<file path="config.mk">
export PLATFORM = sky130hd
export DESIGN_NAME = sine_interp_lookup
export DESIGN_NICKNAME = d
export VERILOG_FILES = /design/src/sv/sil_pkg.sv /design/src/sv/sil_seg.sv /design/src/sv/sil_scale.sv /design/src/sv/sil_fin.sv /design/src/sv/sine_interp_lookup.sv
export SDC_FILE = /design/constraint.sdc
export NUM_CORES = 1
export LEC_CHECK = 0
export BUFFER_PORTS_ARGS = -buffer_cell sky130_fd_sc_hd__buf_4
export CELL_PAD_IN_SITES_DETAIL_PLACEMENT = 1
export CELL_PAD_IN_SITES_GLOBAL_PLACEMENT = 1
export CORE_MARGIN = 3
export CORE_UTILIZATION = 40
export DETAILED_ROUTE_END_ITERATION = 10
export GPL_ROUTABILITY_DRIVEN = 0
export PLACE_DENSITY = 0.67
export SLEW_MARGIN = 15
export SYNTH_ARGS = -nofsm -noshare
export SYNTH_HDL_FRONTEND = slang
export SYNTH_SLANG_ARGS = --single-unit
</file>
<file path="constraint.sdc">
create_clock -name clk -period 5.4 [get_ports clk]
set_clock_uncertainty 0.1 [all_clocks]
set_input_delay 0.27 -clock clk [delete_from_list [all_inputs] [get_ports clk]]
set_output_delay 0.27 -clock clk [all_outputs]
set_load 0.05 [all_outputs]
</file>
<file path="src/sv/sil_pkg.sv">
// Shared types and breakpoint tables for the interpolated sine lookup.
`default_nettype none
package sil_pkg;

    localparam int SEG_COUNT = 21;
    localparam int BP_COUNT  = 22;
    localparam int RECIP_SHIFT = 15;

    typedef logic [4:0]        seg_t;
    typedef logic [3:0]        off_t;
    typedef logic signed [7:0] sine_t;

    // Breakpoint x positions (one full period, closed by the point at 256).
    localparam logic [8:0] BP_X [0:BP_COUNT-1] = '{
        9'd0,   9'd13,  9'd26,  9'd38,  9'd51,  9'd64,  9'd77,  9'd90,
        9'd102, 9'd115, 9'd128, 9'd141, 9'd154, 9'd166, 9'd179,
        9'd192, 9'd205, 9'd218, 9'd230, 9'd243, 9'd255, 9'd256};

    localparam sine_t BP_Y [0:BP_COUNT-1] = '{
        8'sd0,    8'sd39,   8'sd75,   8'sd103,  8'sd121,  8'sd127,  8'sd121,
        8'sd103,  8'sd75,   8'sd39,   8'sd0,    -8'sd39,  -8'sd75,  -8'sd103,
        -8'sd121, -8'sd127, -8'sd121, -8'sd103, -8'sd75,  -8'sd39,  8'sd0,
        8'sd0};

    // Rise of each segment, y2 - y1.
    localparam logic signed [6:0] SEG_DY [0:SEG_COUNT-1] = '{
        7'sd39,  7'sd36,  7'sd28,  7'sd18,  7'sd6,   -7'sd6,  -7'sd18,
        -7'sd28, -7'sd36, -7'sd39, -7'sd39, -7'sd36, -7'sd28, -7'sd18,
        -7'sd6,  7'sd6,   7'sd18,  7'sd28,  7'sd36,  7'sd39,  7'sd0};

    // ceil(2^15 / run) for each segment; runs are 13, 12 or 1.
    localparam logic [15:0] SEG_RECIP [0:SEG_COUNT-1] = '{
        16'd2521, 16'd2521, 16'd2731, 16'd2521, 16'd2521, 16'd2521, 16'd2521,
        16'd2731, 16'd2521, 16'd2521, 16'd2521, 16'd2521, 16'd2731, 16'd2521,
        16'd2521, 16'd2521, 16'd2521, 16'd2731, 16'd2521, 16'd2731, 16'd32768};

    typedef struct packed {
        seg_t seg;
        off_t off;
    } seg_stage_t;

    typedef struct packed {
        seg_t        seg;
        logic        neg;
        logic [20:0] mul;
    } scale_stage_t;

endpackage
`default_nettype wire

</file>
<file path="src/sv/sil_seg.sv">
// Stage 1: segment select and offset within the segment.
`default_nettype none
module sil_seg
(
    input  wire logic                 clk,
    input  wire logic                 rst_n,
    input  wire logic                 up_valid,
    output logic                      up_ready,
    input  wire logic [7:0]           angle,
    output logic                      dn_valid,
    input  wire logic                 dn_ready,
    output sil_pkg::seg_stage_t       dn_data
);

    logic                valid_reg;
    sil_pkg::seg_stage_t data_reg;
    sil_pkg::seg_stage_t data_next;
    logic                advance;
    logic [8:0]          diff;

    assign advance  = !valid_reg || dn_ready;
    assign up_ready = advance;
    assign dn_valid = valid_reg;
    assign dn_data  = data_reg;

    always_comb
    begin
        data_next.seg = '0;
        // Last breakpoint at or below the angle; the table is ascending.
        for (int k = 1; k < sil_pkg::SEG_COUNT; k++)
        begin
            if ({1'b0, angle} >= sil_pkg::BP_X[k])
            begin
                data_next.seg = sil_pkg::seg_t'(k);
            end
        end
        diff          = {1'b0, angle} - sil_pkg::BP_X[data_next.seg];
        data_next.off = diff[3:0];
    end

    always_ff @(posedge clk or negedge rst_n)
    begin
        if (!rst_n)
        begin
            valid_reg <= 1'b0;
        end
        else if (advance)
        begin
            valid_reg <= up_valid;
        end
    end

    always_ff @(posedge clk)
    begin
        if (advance && up_valid)
        begin
            data_reg <= data_next;
        end
    end

    a_off_in_segment: assert property (@(posedge clk) disable iff (!rst_n)
        valid_reg |-> (data_reg.off <= 4'd12 && data_reg.seg < 5'd21))
        else $error("segment offset out of range");

endmodule
`default_nettype wire

</file>
<file path="src/sv/sil_scale.sv">
// Stages 2 and 3: rise times offset, then scale by the reciprocal of the run.
`default_nettype none
module sil_scale
(
    input  wire logic                  clk,
    input  wire logic                  rst_n,
    input  wire logic                  up_valid,
    output logic                       up_ready,
    input  wire sil_pkg::seg_stage_t   up_data,
    output logic                       dn_valid,
    input  wire logic                  dn_ready,
    output sil_pkg::scale_stage_t      dn_data
);

    logic                  prod_valid_reg;
    sil_pkg::seg_t         prod_seg_reg;
    logic signed [11:0]    prod_reg;
    logic signed [11:0]    prod_next;
    logic                  mul_valid_reg;
    sil_pkg::scale_stage_t mul_reg;
    sil_pkg::scale_stage_t mul_next;
    logic                  prod_advance;
    logic                  mul_advance;
    logic [8:0]            mag;
    logic [24:0]           full;

    assign mul_advance  = !mul_valid_reg || dn_ready;
    assign prod_advance = !prod_valid_reg || mul_advance;
    assign up_ready     = prod_advance;
    assign dn_valid     = mul_valid_reg;
    assign dn_data      = mul_reg;

    assign prod_next = sil_pkg::SEG_DY[up_data.seg] * $signed({1'b0, up_data.off});

    always_comb
    begin
        mul_next.seg = prod_seg_reg;
        mul_next.neg = prod_reg[11];
        // Take the magnitude so the scaled quotient truncates toward zero.
        mag          = prod_reg[11] ? 9'(-prod_reg) : prod_reg[8:0];
        full         = mag * sil_pkg::SEG_RECIP[prod_seg_reg];
        mul_next.mul = full[20:0];
    end

    always_ff @(posedge clk or negedge rst_n)
    begin
        if (!rst_n)
        begin
            prod_valid_reg <= 1'b0;
            mul_valid_reg  <= 1'b0;
        end
        else
        begin
            if (prod_advance)
            begin
                prod_valid_reg <= up_valid;
            end
            if (mul_advance)
            begin
                mul_valid_reg <= prod_valid_reg;
            end
        end
    end

    always_ff @(posedge clk)
    begin
        if (prod_advance && up_valid)
        begin
            prod_reg     <= prod_next;
            prod_seg_reg <= up_data.seg;
        end
        if (mul_advance && prod_valid_reg)
        begin
            mul_reg <= mul_next;
        end
    end

    a_prod_bound: assert property (@(posedge clk) disable iff (!rst_n)
        prod_valid_reg |-> (prod_reg <= 12'sd468 && prod_reg >= -12'sd468))
        else $error("segment product out of range");

    a_quot_bound: assert property (@(posedge clk) disable iff (!rst_n)
        mul_valid_reg |-> (mul_reg.mul[20:15] <= 6'd39))
        else $error("scaled quotient exceeds largest rise");

endmodule
`default_nettype wire

</file>
<file path="src/sv/sil_fin.sv">
// Stage 4: apply sign, add the segment base, hold the result for the consumer.
`default_nettype none
module sil_fin
(
    input  wire logic                  clk,
    input  wire logic                  rst_n,
    input  wire logic                  up_valid,
    output logic                       up_ready,
    input  wire sil_pkg::scale_stage_t up_data,
    output logic                       out_valid,
    input  wire logic                  out_stall,
    output sil_pkg::sine_t             sine_value
);

    logic               valid_reg;
    sil_pkg::sine_t     value_reg;
    logic signed [8:0]  quot;
    logic signed [8:0]  sum;
    logic               advance;

    assign advance    = !valid_reg || !out_stall;
    assign up_ready   = advance;
    assign out_valid  = valid_reg;
    assign sine_value = value_reg;

    always_comb
    begin
        quot = $signed({3'b000, up_data.mul[20:sil_pkg::RECIP_SHIFT]});
        if (up_data.neg)
        begin
            quot = -quot;
        end
        sum = 9'(sil_pkg::BP_Y[up_data.seg]) + quot;
    end

    always_ff @(posedge clk or negedge rst_n)
    begin
        if (!rst_n)
        begin
            valid_reg <= 1'b0;
        end
        else if (advance)
        begin
            valid_reg <= up_valid;
        end
    end

    always_ff @(posedge clk)
    begin
        if (advance && up_valid)
        begin
            value_reg <= sum[7:0];
        end
    end

endmodule
`default_nettype wire

</file>
<file path="src/sv/sine_interp_lookup.sv">
// Top level: four-stage sine lookup with linear interpolation between breakpoints.
//
//   channel  | valid      | stall      | payload
//   ---------+------------+------------+--------------------------
//   input    | in_valid   | in_stall   | angle       [7:0] unsigned
//   output   | out_valid  | out_stall  | sine_value  [7:0] signed
//
// An accepted angle passes the segment, product, scale and output registers in turn.
// One transaction enters per cycle while in_stall is low; the segment compare, the rise
// multiply, the reciprocal multiply and the final add each take one register stage.
// Reset clears the stage valid bits only; the data registers are not reset.
// A stall on the output backs up through the stages; in_stall rises only when
// every stage holds a transaction.
`default_nettype none
module sine_interp_lookup
(
    input  wire logic                  clk,
    input  wire logic                  rst_n,
    input  wire logic                  in_valid,
    output logic                       in_stall,
    input  wire logic [7:0]            angle,
    output logic                       out_valid,
    input  wire logic                  out_stall,
    output logic signed [7:0]          sine_value
);

    logic                  seg_ready;
    logic                  seg_valid;
    sil_pkg::seg_stage_t   seg_data;
    logic                  scale_ready;
    logic                  scale_valid;
    sil_pkg::scale_stage_t scale_data;
    logic                  fin_ready;

    assign in_stall = !seg_ready;

    sil_seg u_seg
    (
        .clk      (clk),
        .rst_n    (rst_n),
        .up_valid (in_valid),
        .up_ready (seg_ready),
        .angle    (angle),
        .dn_valid (seg_valid),
        .dn_ready (scale_ready),
        .dn_data  (seg_data)
    );

    sil_scale u_scale
    (
        .clk      (clk),
        .rst_n    (rst_n),
        .up_valid (seg_valid),
        .up_ready (scale_ready),
        .up_data  (seg_data),
        .dn_valid (scale_valid),
        .dn_ready (fin_ready),
        .dn_data  (scale_data)
    );

    sil_fin u_fin
    (
        .clk        (clk),
        .rst_n      (rst_n),
        .up_valid   (scale_valid),
        .up_ready   (fin_ready),
        .up_data    (scale_data),
        .out_valid  (out_valid),
        .out_stall  (out_stall),
        .sine_value (sine_value)
    );

    a_stall_only_when_full: assert property (@(posedge clk) disable iff (!rst_n)
        in_stall |-> (out_valid && out_stall && seg_valid && scale_valid))
        else $error("input stalled with an empty stage");

    a_sine_range: assert property (@(posedge clk) disable iff (!rst_n)
        out_valid |-> (sine_value <= 8'sd127 && sine_value >= -8'sd127))
        else $error("sine value out of range");

endmodule
`default_nettype wire
</file>
==> results_dict.tcl <==
set metrics [dict create \
    cts_max_path_buffers 2 \
    fin_crit_ns 5.62 \
    hpwlAfterDp_um 14100 \
    synth_area_mm2 0.00685 \
    viasPerCell 5.23 \
    yosysSeqAreaShare_pct 20.8 \
    area_growth_pct 20.3 \
    max_freq_mhz 178 \
    hold_end "u_seg.dn_valid" \
    core_mm2 0.0166 \
    yosysTopAreaCell "fa_1" \
    grt_antenna_before_repair 0 \
    drc 0 \
    hold_path_class "in -> reg" \
    drtIter0Drc 212 \
    vias 5372 \
    fp-row-count 47 \
    r2r_end "u_scale.dn_data[18]" \
    path_cells "inv_1, ha_4, nand2b_4, o41ai_4, xor2_1, buf_4, nor2_4, fa_1, inv_2, fa_1, fa_1, inv_2, fa_1, ha_4, a21o_1, a221o_1, a211oi_2, a21oi_4, or4b_4, nand3_2" \
    numCtsBuffers 5 \
    largest_reg_flops 12 \
    worst_slew_pin_slew_ns 1.08 \
    hold_path_depth 2 \
    synth_ff_type "edfxtp_1" \
    wl_met3_um 425 \
    synth.distinct_cells 68 \
    synth-edff-count 44 \
    synthCells 711 \
    synth_top_area_share_pct 20.5 \
    rsz0062_at_grt "true" \
    diodes 0 \
    startpoint "u_scale.prod_reg[0]" \
    maxSlewHeadroom_pct 27.8 \
    setup_viol 5 \
    postRouteAntennaNets 0 \
    maxSlewViolCount 0 \
    synthTopCellsByCount "119 x inv_1, 98 x ha_1, 70 x fa_1, 62 x nor2_1, 44 x edfxtp_1" \
    ys_ff_latch 48 \
    outcome "finished, violations left" \
    clk_pin_slew_ns 0.07 \
    ios 22 \
    die_h_um 137 \
    synthesis.nets 891 \
    worstRegToRegCells 20 \
    fp.dieW_um 137 \
    wl_met1_um 7610 \
    final_area_mm2 0.00824 \
    track_usage_pct 19.2 \
    maxCapViolCount 0 \
    cp_slowest_cell "fa_1" \
    grt_max_degree 19 \
    dr_wl_met2_um 9050 \
    dr.pass1.iters 4 \
    highest_layer "met4" \
    path_common_cell "fa_1" \
    reg2reg_slack_ns -0.22 \
    htreeDepth 2 \
    regToRegStartpoint "u_scale.prod_reg[0]" \
    min_period_over_period_pct 104 \
    overflow 0 \
    clockRootBuffer "clkbuf_16" \
    grt_pass1_vias 5786 \
    cp_slowest_stage_delay_ns 0.59 \
    finalNetCount 986 \
    critPathMaxFanout 3 \
    crit_type "reg -> reg" \
    yosysWarningCount 0 \
    async_flop_share_pct 8.33 \
    worst_setup_path_end_kind "flip-flop" \
    clk-insertion-delay-late_ns 0.29 \
    worst_slack_ns -0.225 \
    wl_um 17300 \
    synth_area_leaders "fa_1 20%, edfxtp_1 19%, ha_1 18%" \
    grt_pass1_wl_um 28700 \
    clock-sinks 48 \
    drive_above_1_share_pct 20.3 \
    cp-start-kind "flip-flop" \
    cts_tree "done" \
    violations "negative setup slack" \
    synth.most_common_cell "inv_1" \
    hold_path_startpoint "in_valid" \
    dpl_cell_area_mm2 0.00773 \
    place.port_buffers 21 \
    wl_per_cell_um 16.9 \
    cp_data_required_time_ns 5.47 \
    hold_viol 0 \
    cp.arrival_ns 5.69 \
    avgSynthCellArea_um2 9.63 \
    die-area_mm2 0.0187 \
    initial_core_util_pct 41.2 \
]
-- cell families (layout without fill, tap and decap cells) --
| group | after synthesis | after routing | synth area share [%] |
|---|---|---|---|
| and+or+nand+nor | 185 | 185 | 13.5 |
| adders and majority gates | 168 | 168 | 38.4 |
| buffers and inverters | 137 | 233 | 7.76 |
| AOI/OAI and AO/OA | 130 | 130 | 13.8 |
| DFF | 48 | 48 | 20.8 |
| xor gates and xnor gates | 35 | 35 | 4.48 |
| muxes | 8 | 8 | 1.35 |
-- worst max-delay path: cells and delay by family, from the launching register on --
kind / cells / cell delay [ns]
AOI/OAI and AO/OA: 5 / 1.15
and+or+nand+nor: 4 / 0.69
DFF: 1 / 0.40
xor gates and xnor gates: 1 / 0.18
buffers and inverters: 4 / 0.41
adders and majority gates: 6 / 2.57
-- stage by stage --
step | cells | worst slack (ns) | hold WS (ns) | util, % | setup TNS (ns)
after detailed placement | 998 | -0.319 | -0.0319 | 46.5 | -1.00
after global placement | 998 | -0.185 | -0.0339 | 46.5 | -0.383
after CTS | 1021 | -0.232 | 0.0782 | 48.8 | -0.747
after floorplan | 711 | 0.0140 | -0.126 | - | 0
final | 1027 | -0.225 | 0.0767 | 49.5 | -0.826
after global routing | 1027 | -0.429 | 0.0789 | 49.5 | -1.97
-- placed cells by master (no fill, tap or decap), drive strengths merged, types with 11 or more instances in the layout --
cell and n:
inv 119, buf 105, ha 98, fa 70
nor2 62, edfxtp 44, nand2 31, a21oi 27
xnor2 23, and2 23, o21ai 21, nor2b 13
nand2b 13, a21o 12, xor2 12, nand3 11
-- metal layers --
| metal | global-route usage [%] | vias to the layer above |
|---|---|---|
| met5 | 0 | - |
| met4 | 3.16 | 0 |
| met3 | 2.17 | 19 |
| met2 | 35.4 | 73 |
| met1 | 24.6 | 2683 |
| li1 | - | 2597 |
-- layout make-up --
cell class | instances | area [um2]
Fill cell | 1890 | 8400
Multi-Input combinational cell | 526 | 5130
Sequential cell | 48 | 1420
Timing Repair Buffer | 106 | 802
Inverter | 119 | 447
Tap cell | 220 | 275
Clock buffer | 5 | 125
Clock inverter | 3 | 42.5
-- worst max path at each step --
stage                           to  slack (ns)  depth (start not counted)
2_1_floorplan  u_scale.dn_data[18]        0.01                         19
3_3_place_gp   u_scale.dn_data[18]       -0.18                         18
3_5_place_dp   u_scale.dn_data[18]       -0.32                         15
4_1_cts        u_scale.dn_data[18]       -0.23                         18
5_1_grt        u_scale.dn_data[18]       -0.43                         20
6_report       u_scale.dn_data[18]       -0.22                         20
-- what timing repair did --
item | 4_1_cts | 5_1_grt
pin swaps | 13 | 13
endpoints found under the setup margin | 6 | 6
hold endpoints to repair | 4 | 0
gates resized for setup | 28 | 19
buffers inserted | 14 | 6
hold buffers | 1 | 0
gates cloned | 0 | 0
Power is not shown: default switching activity piles up to over one toggle a cycle in this logic, so the estimate is an artifact.
